## src/rc4_pkg.sv

```systemverilog
// ----------------------------------------------------------------------------
// rc4_pkg
// Shared types and constants for the RC4 keystream cipher core.
// ----------------------------------------------------------------------------
package rc4_pkg;

  // permutation size and byte width
  localparam int unsigned BYTE_W    = 8;
  localparam int unsigned S_DEPTH   = 256;

  // key storage: two 64-bit registers, sixteen byte slots
  localparam int unsigned KEY_W      = 64;
  localparam int unsigned KEY_SLOTS  = 16;
  localparam int unsigned KEY_SLOT_W = 4;
  localparam int unsigned KLEN_W     = 5;
  localparam logic [KLEN_W-1:0] KEY_LEN_RST = 5'd16;

  // configuration register indexes
  localparam int unsigned CFG_IDX_W = 2;
  typedef enum logic [CFG_IDX_W-1:0] {
    CFG_KEY_LOW    = 2'd0,
    CFG_KEY_HIGH   = 2'd1,
    CFG_KEY_LENGTH = 2'd2
  } rc4_cfg_idx_e;

  // input command codes
  typedef enum logic {
    CMD_KEY_SCHED = 1'b0,
    CMD_DATA      = 1'b1
  } rc4_command_e;

  // controller state, one-hot
  typedef enum logic [5:0] {
    ST_IDLE = 6'b000001,
    ST_FILL = 6'b000010,
    ST_RD_I = 6'b000100,
    ST_RD_J = 6'b001000,
    ST_WR_I = 6'b010000,
    ST_WR_J = 6'b100000
  } rc4_state_e;

  // controller to datapath commands
  typedef struct packed {
    logic start_ksa;  // clear indices and key slot counter
    logic capture;    // latch data byte and end-of-block mark
    logic ksa;        // current item is a key schedule
    logic fill;       // write identity entry
    logic rd_i;       // read S[i]
    logic rd_j;       // update j, read S[j]
    logic wr_i;       // write S[i], read S[t]
    logic wr_j;       // write S[j]
    logic out_load;   // load the output register
  } rc4_cmd_t;

  // datapath to controller status
  typedef struct packed {
    logic i_last;     // index i sits at the last entry
    logic out_busy;   // output register full and stalled
  } rc4_status_t;

endpackage

```

## src/rc4_ctrl.sv

```systemverilog
// ----------------------------------------------------------------------------
// rc4_ctrl
// Sequencer for the key schedule and the per-byte generator steps.
// ----------------------------------------------------------------------------
module rc4_ctrl (
  input  logic                 clk_i,
  input  logic                 rst_ni,
  input  logic                 in_valid_i,
  input  logic                 command_i,
  output logic                 in_stall_o,
  input  rc4_pkg::rc4_status_t status_i,
  output rc4_pkg::rc4_cmd_t    cmd_o
);
  import rc4_pkg::*;

  rc4_state_e state_q, state_d;
  logic       ksa_q, ksa_d;
  logic       take;
  logic       data_done;

  // a data byte finishing this cycle frees the input side
  assign data_done  = (state_q == ST_WR_J) && !ksa_q && !status_i.out_busy;
  assign in_stall_o = !((state_q == ST_IDLE) || data_done);
  assign take       = in_valid_i && !in_stall_o;

  // next state and commands
  always_comb begin
    state_d = state_q;
    ksa_d   = ksa_q;
    cmd_o   = '0;
    cmd_o.ksa = ksa_q;

    case (state_q)
      ST_IDLE: ;
      ST_FILL: begin
        cmd_o.fill = 1'b1;
        if (status_i.i_last) begin
          state_d = ST_RD_I;
        end
      end
      ST_RD_I: begin
        cmd_o.rd_i = 1'b1;
        state_d    = ST_RD_J;
      end
      ST_RD_J: begin
        cmd_o.rd_j = 1'b1;
        state_d    = ST_WR_I;
      end
      ST_WR_I: begin
        cmd_o.wr_i = 1'b1;
        state_d    = ST_WR_J;
      end
      ST_WR_J: begin
        cmd_o.wr_j = 1'b1;
        if (ksa_q) begin
          state_d = status_i.i_last ? ST_IDLE : ST_RD_I;
        end else if (!status_i.out_busy) begin
          cmd_o.out_load = 1'b1;
          state_d        = ST_IDLE;
        end
      end
      default: state_d = ST_IDLE;
    endcase

    // new request from idle or straight after a finished byte
    if (take) begin
      cmd_o.capture = 1'b1;
      if (command_i == CMD_KEY_SCHED) begin
        cmd_o.start_ksa = 1'b1;
        ksa_d           = 1'b1;
        state_d         = ST_FILL;
      end else begin
        ksa_d   = 1'b0;
        state_d = ST_RD_I;
      end
    end
  end

  // state registers
  always_ff @(posedge clk_i or negedge rst_ni) begin
    if (!rst_ni) begin
      state_q <= ST_IDLE;
      ksa_q   <= 1'b0;
    end else begin
      state_q <= state_d;
      ksa_q   <= ksa_d;
    end
  end

endmodule

```

## src/rc4_datapath.sv

```systemverilog
// ----------------------------------------------------------------------------
// rc4_datapath
// Key registers, permutation memory, indices and the output register.
// ----------------------------------------------------------------------------
module rc4_datapath #(
  parameter int unsigned MAX_KEY_BYTES = 16
) (
  input  logic                                 clk_i,
  input  logic                                 rst_ni,
  input  logic                                 cfg_we_i,
  input  logic [rc4_pkg::CFG_IDX_W-1:0]        cfg_idx_i,
  input  logic [rc4_pkg::KEY_W-1:0]            cfg_wdata_i,
  input  logic [rc4_pkg::BYTE_W-1:0]           data_byte_i,
  input  logic                                 end_of_block_i,
  input  logic                                 out_stall_i,
  input  rc4_pkg::rc4_cmd_t                    cmd_i,
  output rc4_pkg::rc4_status_t                 status_o,
  output logic                                 out_valid_o,
  output logic [rc4_pkg::BYTE_W-1:0]           result_byte_o,
  output logic                                 end_of_block_out_o
);
  import rc4_pkg::*;

  localparam int unsigned KW = (MAX_KEY_BYTES > 1) ? $clog2(MAX_KEY_BYTES) : 1;
  localparam logic [KLEN_W-1:0] MaxLen = KLEN_W'(MAX_KEY_BYTES);

  // configuration
  logic [KEY_W-1:0]  key_low_q, key_high_q;
  logic [KLEN_W-1:0] key_len_q;

  // generator state
  logic [BYTE_W-1:0] s_mem [S_DEPTH];
  logic [BYTE_W-1:0] rd_q;
  logic [BYTE_W-1:0] i_q, i_d, j_q, j_d;
  logic [KW-1:0]     k_q, k_d;
  logic [BYTE_W-1:0] si_q, sj_q, t_q;
  logic [BYTE_W-1:0] data_q;
  logic              eob_q;
  logic              out_valid_q;
  logic [BYTE_W-1:0] result_q;
  logic              eob_out_q;

  logic [BYTE_W-1:0] key_bytes [KEY_SLOTS];
  logic [BYTE_W-1:0] kb;
  logic [KLEN_W-1:0] eff_len;
  logic              k_wrap;
  logic [BYTE_W-1:0] j_new, t_new, raddr, waddr, wdata, ks;
  logic              we;

  // configuration writes, unknown indexes ignored
  always_ff @(posedge clk_i or negedge rst_ni) begin
    if (!rst_ni) begin
      key_low_q  <= '0;
      key_high_q <= '0;
      key_len_q  <= KEY_LEN_RST;
    end else if (cfg_we_i) begin
      case (cfg_idx_i)
        CFG_KEY_LOW:    key_low_q  <= cfg_wdata_i;
        CFG_KEY_HIGH:   key_high_q <= cfg_wdata_i;
        CFG_KEY_LENGTH: key_len_q  <= cfg_wdata_i[KLEN_W-1:0];
        default: ;
      endcase
    end
  end

  // key byte slots
  always_comb begin
    for (int n = 0; n < KEY_SLOTS / 2; n++) begin
      key_bytes[n]                 = key_low_q[n*BYTE_W +: BYTE_W];
      key_bytes[n + KEY_SLOTS / 2] = key_high_q[n*BYTE_W +: BYTE_W];
    end
  end
  assign kb = key_bytes[KEY_SLOT_W'(k_q)];

  // effective key length, zero reads as one, saturated at the maximum
  assign eff_len = (key_len_q == '0)    ? KLEN_W'(1) :
                   (key_len_q > MaxLen) ? MaxLen : key_len_q;
  assign k_wrap  = (KLEN_W'(k_q) == (eff_len - KLEN_W'(1)));

  // index arithmetic
  assign j_new = j_q + rd_q + (cmd_i.ksa ? kb : '0);
  assign t_new = si_q + rd_q;

  // memory address and write selection
  always_comb begin
    raddr = i_q;
    waddr = i_q;
    wdata = i_q;
    we    = 1'b0;
    if (cmd_i.fill) begin
      we = 1'b1;
    end else if (cmd_i.rd_i) begin
      raddr = cmd_i.ksa ? i_q : i_q + 8'd1;
    end else if (cmd_i.rd_j) begin
      raddr = j_new;
    end else if (cmd_i.wr_i) begin
      raddr = t_new;
      wdata = rd_q;
      we    = 1'b1;
    end else if (cmd_i.wr_j) begin
      raddr = t_q;
      waddr = j_q;
      wdata = si_q;
      we    = 1'b1;
    end
  end

  // permutation memory, registered read
  always_ff @(posedge clk_i) begin
    if (we) begin
      s_mem[waddr] <= wdata;
    end
  end

  always_ff @(posedge clk_i) begin
    rd_q <= s_mem[raddr];
  end

  // index updates
  always_comb begin
    i_d = i_q;
    j_d = j_q;
    k_d = k_q;
    if (cmd_i.fill) begin
      i_d = i_q + 8'd1;
    end else if (cmd_i.rd_i && !cmd_i.ksa) begin
      i_d = i_q + 8'd1;
    end else if (cmd_i.rd_j) begin
      j_d = j_new;
      if (cmd_i.ksa) begin
        k_d = k_wrap ? '0 : k_q + KW'(1);
      end
    end else if (cmd_i.wr_j && cmd_i.ksa) begin
      i_d = i_q + 8'd1;
      if (status_o.i_last) begin
        j_d = '0;
      end
    end
    if (cmd_i.start_ksa) begin
      i_d = '0;
      j_d = '0;
      k_d = '0;
    end
  end

  always_ff @(posedge clk_i or negedge rst_ni) begin
    if (!rst_ni) begin
      i_q <= '0;
      j_q <= '0;
      k_q <= '0;
    end else begin
      i_q <= i_d;
      j_q <= j_d;
      k_q <= k_d;
    end
  end

  // swap operands and pending request payload
  always_ff @(posedge clk_i) begin
    if (cmd_i.rd_j) begin
      si_q <= rd_q;
    end
    if (cmd_i.wr_i) begin
      sj_q <= rd_q;
      t_q  <= t_new;
    end
    if (cmd_i.capture) begin
      data_q <= data_byte_i;
      eob_q  <= end_of_block_i;
    end
  end

  // keystream byte with forwarding of the swap writes
  assign ks = (t_q == j_q) ? si_q :
              (t_q == i_q) ? sj_q : rd_q;

  // output register
  always_ff @(posedge clk_i or negedge rst_ni) begin
    if (!rst_ni) begin
      out_valid_q <= 1'b0;
    end else if (cmd_i.out_load) begin
      out_valid_q <= 1'b1;
    end else if (!out_stall_i) begin
      out_valid_q <= 1'b0;
    end
  end

  always_ff @(posedge clk_i) begin
    if (cmd_i.out_load) begin
      result_q  <= data_q ^ ks;
      eob_out_q <= eob_q;
    end
  end

  assign status_o.i_last   = (i_q == 8'hFF);
  assign status_o.out_busy = out_valid_q && out_stall_i;

  assign out_valid_o        = out_valid_q;
  assign result_byte_o      = result_q;
  assign end_of_block_out_o = eob_out_q;

endmodule

```

## src/rc4_keystream_cipher_core.sv

```systemverilog
// ----------------------------------------------------------------------------
// rc4_keystream_cipher_core
// RC4 stream cipher with a key-schedule command and one data byte per
// request. A data byte passes through the read-i, read-j, write-i and
// write-j steps before the next acceptance: its three dependent
// permutation reads and the two swap writes share the single read and
// single write port of the 256-entry permutation memory, and the result
// lands in an output register so the next request is taken while it waits.
// A byte whose result finds that register still full and stalled holds in
// its last step until it drains. A key-schedule request loads the identity,
// runs the same steps for each of the 256 key-scheduling swaps and returns
// to idle before the next request is taken, and gives no result. The key
// is set through the configuration port (key_low, key_high, key_length);
// the user must do so only while the core is idle, which the core does not
// enforce; a data byte must follow at least one key schedule.
// ----------------------------------------------------------------------------
module rc4_keystream_cipher_core #(
  parameter int unsigned MAX_KEY_BYTES = 16
) (
  input  logic                          clk_i,
  input  logic                          rst_ni,
  // configuration
  input  logic                          cfg_we_i,
  input  logic [rc4_pkg::CFG_IDX_W-1:0] cfg_idx_i,
  input  logic [rc4_pkg::KEY_W-1:0]     cfg_wdata_i,
  // request channel
  input  logic                          in_valid_i,
  output logic                          in_stall_o,
  input  logic                          command_i,
  input  logic [rc4_pkg::BYTE_W-1:0]    data_byte_i,
  input  logic                          end_of_block_i,
  // result channel
  output logic                          out_valid_o,
  input  logic                          out_stall_i,
  output logic [rc4_pkg::BYTE_W-1:0]    result_byte_o,
  output logic                          end_of_block_out_o
);
  import rc4_pkg::*;

  rc4_cmd_t    cmd;
  rc4_status_t status;

  // sequencer
  rc4_ctrl u_ctrl (
    .clk_i      (clk_i),
    .rst_ni     (rst_ni),
    .in_valid_i (in_valid_i),
    .command_i  (command_i),
    .in_stall_o (in_stall_o),
    .status_i   (status),
    .cmd_o      (cmd)
  );

  // memory and arithmetic
  rc4_datapath #(
    .MAX_KEY_BYTES (MAX_KEY_BYTES)
  ) u_datapath (
    .clk_i              (clk_i),
    .rst_ni             (rst_ni),
    .cfg_we_i           (cfg_we_i),
    .cfg_idx_i          (cfg_idx_i),
    .cfg_wdata_i        (cfg_wdata_i),
    .data_byte_i        (data_byte_i),
    .end_of_block_i     (end_of_block_i),
    .out_stall_i        (out_stall_i),
    .cmd_i              (cmd),
    .status_o           (status),
    .out_valid_o        (out_valid_o),
    .result_byte_o      (result_byte_o),
    .end_of_block_out_o (end_of_block_out_o)
  );

  // a result is never loaded over one still waiting
  assert property (@(posedge clk_i) disable iff (!rst_ni)
    cmd.out_load |-> !(out_valid_o && out_stall_i))
    else $error("output register overwritten while stalled");

  // at most one memory phase per cycle
  assert property (@(posedge clk_i) disable iff (!rst_ni)
    $onehot0({cmd.fill, cmd.rd_i, cmd.rd_j, cmd.wr_i, cmd.wr_j}))
    else $error("overlapping memory phases");

  // a key schedule request keeps the input stalled afterwards
  assert property (@(posedge clk_i) disable iff (!rst_ni)
    (in_valid_i && !in_stall_o && (command_i == CMD_KEY_SCHED)) |=> in_stall_o)
    else $error("request accepted during key schedule");

  // key schedule never produces a result
  assert property (@(posedge clk_i) disable iff (!rst_ni)
    cmd.ksa |-> !cmd.out_load)
    else $error("result issued by key schedule");

endmodule
```

## config.mk

```make
export PLATFORM = sky130hd
export DESIGN_NAME = rc4_keystream_cipher_core
export DESIGN_NICKNAME = d
export VERILOG_FILES = /design/src/rc4_pkg.sv /design/src/rc4_ctrl.sv /design/src/rc4_datapath.sv /design/src/rc4_keystream_cipher_core.sv
export SDC_FILE = /design/constraint.sdc
export NUM_CORES = 2
export LEC_CHECK = 0
export ABC_AREA = 1
export BUFFER_PORTS_ARGS = -buffer_cell sky130_fd_sc_hd__buf_2
export CORE_MARGIN = 2
export CORE_UTILIZATION = 25
export DETAILED_ROUTE_END_ITERATION = 7
export SETUP_SLACK_MARGIN = 0.5
export SYNTH_ARGS = -nofsm -noshare
export SYNTH_HDL_FRONTEND = slang
export SYNTH_HIERARCHICAL = 1
export SYNTH_SLANG_ARGS = --single-unit
```

## constraint.sdc

```tcl
create_clock -name clk_i -period 19.84 [get_ports clk_i]
set_clock_uncertainty 0.05 [all_clocks]
set_input_delay 3.968 -clock clk_i [delete_from_list [all_inputs] [get_ports clk_i]]
set_output_delay 3.968 -clock clk_i [all_outputs]
set_load 0.05 [all_outputs]
```

---- Word level (Yosys, flattened, before mapping) ----
Memories as Yosys holds them, arrays and structs flattened. A register that Yosys moved wholly into a read port is not among the register bits.
Cells that the tools add are included.
word-level totals
  flip-flop bits (word level) ............. 203
  memory bits (writable) .................. 2048
  input bits .............................. 81
  output and inout port bits .............. 11
  word-level logic and storage cells ...... 136
  memories kept ........................... 1
memory list
  name              words  width  rd ports  clocked after memory_dff  wr ports  RTL line            RTL
  u_datapath.s_mem  256    8      1         1                         1         rc4_datapath.sv:32  logic [BYTE_W-1:0] s_mem [S_DEPTH];
cells by class
  add/subtract/negate cells ............... 6
  order comparisons ....................... 2
  equality and inequality tests ........... 19
  mux-type cells .......................... 66
  bitwise logic cells ..................... 2
  reduce and logical (&&, ||, !) cells .... 24
operators by type and width
  kind                                            number
  2-to-1 mux 8 bit                                32
  one-hot mux 6 bit (6 select lines)              1
  binary-select mux 8 bit (select 4 bit)          1
  adder 8 bit                                     3
  2-to-1 mux 4 bit                                6
  2-to-1 mux 6 bit                                4
  == test 8 bit                                   2
  2-to-1 mux 1 bit                                16
  2-to-1 mux 5 bit                                2
  adder 8 x 1 -> 8 bit (second input constant)    1
  == test 8 bit (second input constant)           1
  AND reduction 2 bit                             4
  AND reduction 4 bit                             2
  XOR 8 bit                                       1
  == test 6 x 1 -> 1 bit (second input constant)  1
  == test 6 x 2 -> 1 bit (second input constant)  1
  == test 6 x 3 -> 1 bit (second input constant)  1
  == test 6 x 4 -> 1 bit (second input constant)  1
  == test 6 x 5 -> 1 bit (second input constant)  1
  == test 6 bit (second input constant)           1
  logical AND 1 bit                               6
  2-to-1 mux 3 bit                                2
  != test 2 x 1 -> 1 bit (second input constant)  3
  nonzero test 3 bit                              2
  20 further kinds                                24

---- Longest topological paths before layout ----
  word-level depth ........................ 11
  mapped depth ............................ 29
  depth with buffers taken out ............ 26

---- Cells and area by module ----
Netlist, hierarchy kept.
by module, submodules not included
  module        times used  cells an instance  area an instance (um^2)  seq. area each (um^2)
  rc4_datapath  1           9278               98057.8                  66775.3
  rc4_ctrl      1           73                 526.8                    176.4

---- Worst setup path before layout ----
No wires, ideal clock.
  path type ............................... reg2reg
  from .................................... reg u_ctrl.state_q[0]
  to ...................................... mem u_datapath.s_mem[0][7], data pin
  library setup time ...................... 2.188 ns
  data arrival time ....................... 11.613 ns
  required time ........................... 17.602 ns
  slack ................................... 5.989 ns
  stages on the path, launching flop included .. 13
  buffers on the path ..................... 2
  clock period less this slack ............ 13.851 ns
  cells stage by stage .................... dfstp_2 -> nor2_2 -> inv_1 -> nor2_1 -> inv_1 -> nor3_1 -> buf_2 -> nor2_2 -> nand2_2 -> inv_2 -> nand3_2 -> buf_2 -> o21ai_0
RTL lines
  item                    RTL line            RTL
  from (decl)             rc4_ctrl.sv:16      rc4_state_e state_q, state_d;
  from (signal assigned)  rc4_ctrl.sv:85      state_q <= state_d;
  to (decl)               rc4_datapath.sv:32

==> flow_summary.ini <==
[sta]
slew_violations = 0
fin_crit_sh = 0.440
setup_tns_ns = 0
rsz0062_at_grt = no
slew_headroom = 0.182
fmax_ghz = 0.114
setup_violations = 0
tightest_slew_ns = 1.22
finalHoldViolCount = 0
min_period_ns = 8.74
whs_ns = 0.373

[grt]
grt_pass1_vias = 63900
grt_max_degree = 202
antenna_found_initial = 5
grt_pass1_wl_mm = 420
gr-total-overflow = 0
grt_use_total = 0.136

[layout]
syn_to_final_growth_pct = 13.0
final_common_cell = nand2_1
most-common-layout-cells = nand2_1 (2,911), edfxtp_1 (2,090), nand3_1 (2,021)
nets = 9228
fillCellCount = 40500
drive_above_1_share = 0.0627

[synth]
synthesis.nets = 9457
ys_ff_latch = 2259
synth_flop_cell = edfxtp_1
ys_types = 48
synth.avg_cell_area_sq_um = 10.5
netlist_area_sq_um = 98600
async_flop_share = 0.0713
synthCells = 9351
ys_seq_area_frac = 0.679
synth_edf_count = 2090
yosys_warnings = 6

[clocking]
post_cts_buffers = 0
post_cts_resized = 0
cts-root-buf = clkbuf_16
numCtsBuffers = 234
cts.sinks = 2259
cts_tree = yes
clock_latency_ns = 0.91
cts.clk_slew.worst_paths_ns = 0.06
htreeDepth = 4
postCtsHoldBufs = 0
cts_buffer_depth = 3

[worst_setup_path]
critical_path.startpoint_type = input port
critPathKind = input port to primary output
required_ns = 15.82
r2r_start = u_datapath/k_q[0]
r2r_end = u_datapath/rd_q[1]
cp_cell_sequence = buf_2, nand2_1, inv_1, inv_1, nand3_4, nand2_2, inv_1, buf_2
crit_arrival_ns = 4.72
cp_common_cell = inv_1
reg2regPathDepth = 26
worstPathMaxFanout = 3
end_kind = primary output
worst_path_max_delay_cell = buf_2
slowest_delay_ns = 0.25
r2r_setup_slack_ns = 11.24

[routing]
post_drt_wl_per_cell_microns = 19.4
wl_mm = 283
dr.first_iter.drc_count = 8138
ant_nets = 0
num_vias = 68700
viasPerCell = 4.72
first_pass_iters = 8
remaining_drc_errors = 2

[floorplanning]
coreArea_sq_um = 393000
start_util = 0.251
dieWidth_microns = 632
rows = 230
die_y_microns = 632
io_pins = 92
die-area_sq_um = 399000

[power_and_ir_drop]
p_leak_nw = 42.0
vdd_drop_max_uv = 183
powerDensity_nw_per_um2 = 159

[outcome]
outcome = finished with violations
violations = DRC

[placed_design]
gp_congestion = 0.817
hpwlAfterDp_mm = 152
port-buffer-count = 91

[hold_path]
holdCritPathClass = flop to flop
hp-start = u_datapath/eob_q
whs_path_depth = 0
whs_endpoint = u_datapath/end_of_block_out_o

[run]
maxCapViolCount = 0
## worst max-delay path by stage
stage,start,to,slack (ns),cells past startpoint
final,out_stall_i,in_stall_o,11.10,8
after CTS,out_stall_i,in_stall_o,11.10,8
after global routing,u_datapath/k_q[0],u_datapath/rd_q[2],10.65,26
after detailed placement,out_stall_i,in_stall_o,11.11,8
after floorplan,u_ctrl/state_q[0],u_datapath/s_mem[0][7],5.99,12
after global placement,out_stall_i,in_stall_o,11.10,8
## kinds of logic after synthesis
family                   count (synthesis)  share of synthesized area
AO/OA/AOI/OAI                          482                     0.0291
XOR/XNOR                                41                    0.00364
adder cells (fa/ha/maj)                 25                    0.00386
buffers and inverters                 1121                     0.0489
flip-flops                            2259                      0.679
AND/OR/NAND/NOR                       5423                      0.235
## through the flow
| step | std cells | setup WS, ns | power (mW) | area, sq um | util |
|---|---|---|---|---|---|
| after detailed placement | 14100 | 11.11 | 13.4 | 104000 | 0.264 |
| after global routing | 14500 | 10.65 | 18.6 | 111000 | 0.284 |
| after CTS | 14500 | 11.10 | 17.7 | 111000 | 0.284 |
| after floorplan | 9351 | 5.99 | 11.2 | 98600 | - |
| after global placement | 14100 | 11.10 | 13.3 | 104000 | 0.264 |
| final | 14500 | 11.10 | 17.7 | 111000 | 0.284 |
## state kept, by name, indices dropped and copies added, names as in the netlist, 4 cells and up
signal / count
u_datapath/s_mem: 2048
u_datapath/key_high_q: 64
u_datapath/key_low_q: 64
u_datapath/data_q: 8
u_datapath/i_q: 8
u_datapath/j_q: 8
u_datapath/rd_q: 8
u_datapath/result_byte_o: 8
u_datapath/si_q: 8
u_datapath/sj_q: 8
u_datapath/t_q: 8
u_ctrl/state_q: 6
u_datapath/key_len_q: 5
u_datapath/k_q: 4
## routing by layer
metal	GRT usage	up-vias	wire, microns
li1	-	31700	-
met1	0.191	33500	121000
met2	0.211	2946	128000
met3	0.0250	452	24900
met4	0.0450	2	8700
met5	0	-	13
## power breakdown
part           leakage, nW  switching [mW]  internal, mW
clock network         3.74            1.89          2.49
logic                 16.8            5.57          1.75
registers             21.5           0.124          5.91
## Yosys cell counts, types with 6 or more instances
cell	number	area, sq um
xnor2_1	17	149
o21ai_1	16	80.1
nand2_2	7	43.8
inv_1	455	1710
nand2_1	2929	11000
ha_1	16	200
o21ai_0	238	1190
nor2_1	384	1440
xor2_1	24	210
nand3_1	2023	10100
o22ai_1	25	156
nand4_1	6	37.5
o211ai_1	123	923
a21oi_1	46	230
nor3_1	8	40.0
o221ai_1	19	166
clkbuf_1	226	848
buf_1	66	248
dfxtp_1	8	160
dfrtp_1	159	3980
inv_2	9	33.8
fa_1	9	180
edfxtp_1	2090	62800
nand3b_1	50	375
buf_4	31	233
buf_2	315	1580
buf_6	13	146
## worst max-delay path: cells and delay by family
kind | cells | cell delay (ns)
buf+inv | 5 | 0.55
simple gates | 3 | 0.21
## layout make-up
| type | count | area [sq um] | share of cell area |
|---|---|---|---|
| sequential | 2259 | 67000 | 0.601 |
| inverter | 470 | 1790 | 0.0161 |
| multi-input combinational | 5971 | 27100 | 0.243 |
| timing repair buffer | 186 | 1330 | 0.0119 |
| clock inverter | 155 | 1620 | 0.0145 |
| tap | 5220 | 6530 | 0.0586 |
| antenna | 1 | 2.50 | 0.0000225 |
| clock buffer | 287 | 6100 | 0.0548 |
Power figures use the tool's default switching activity.
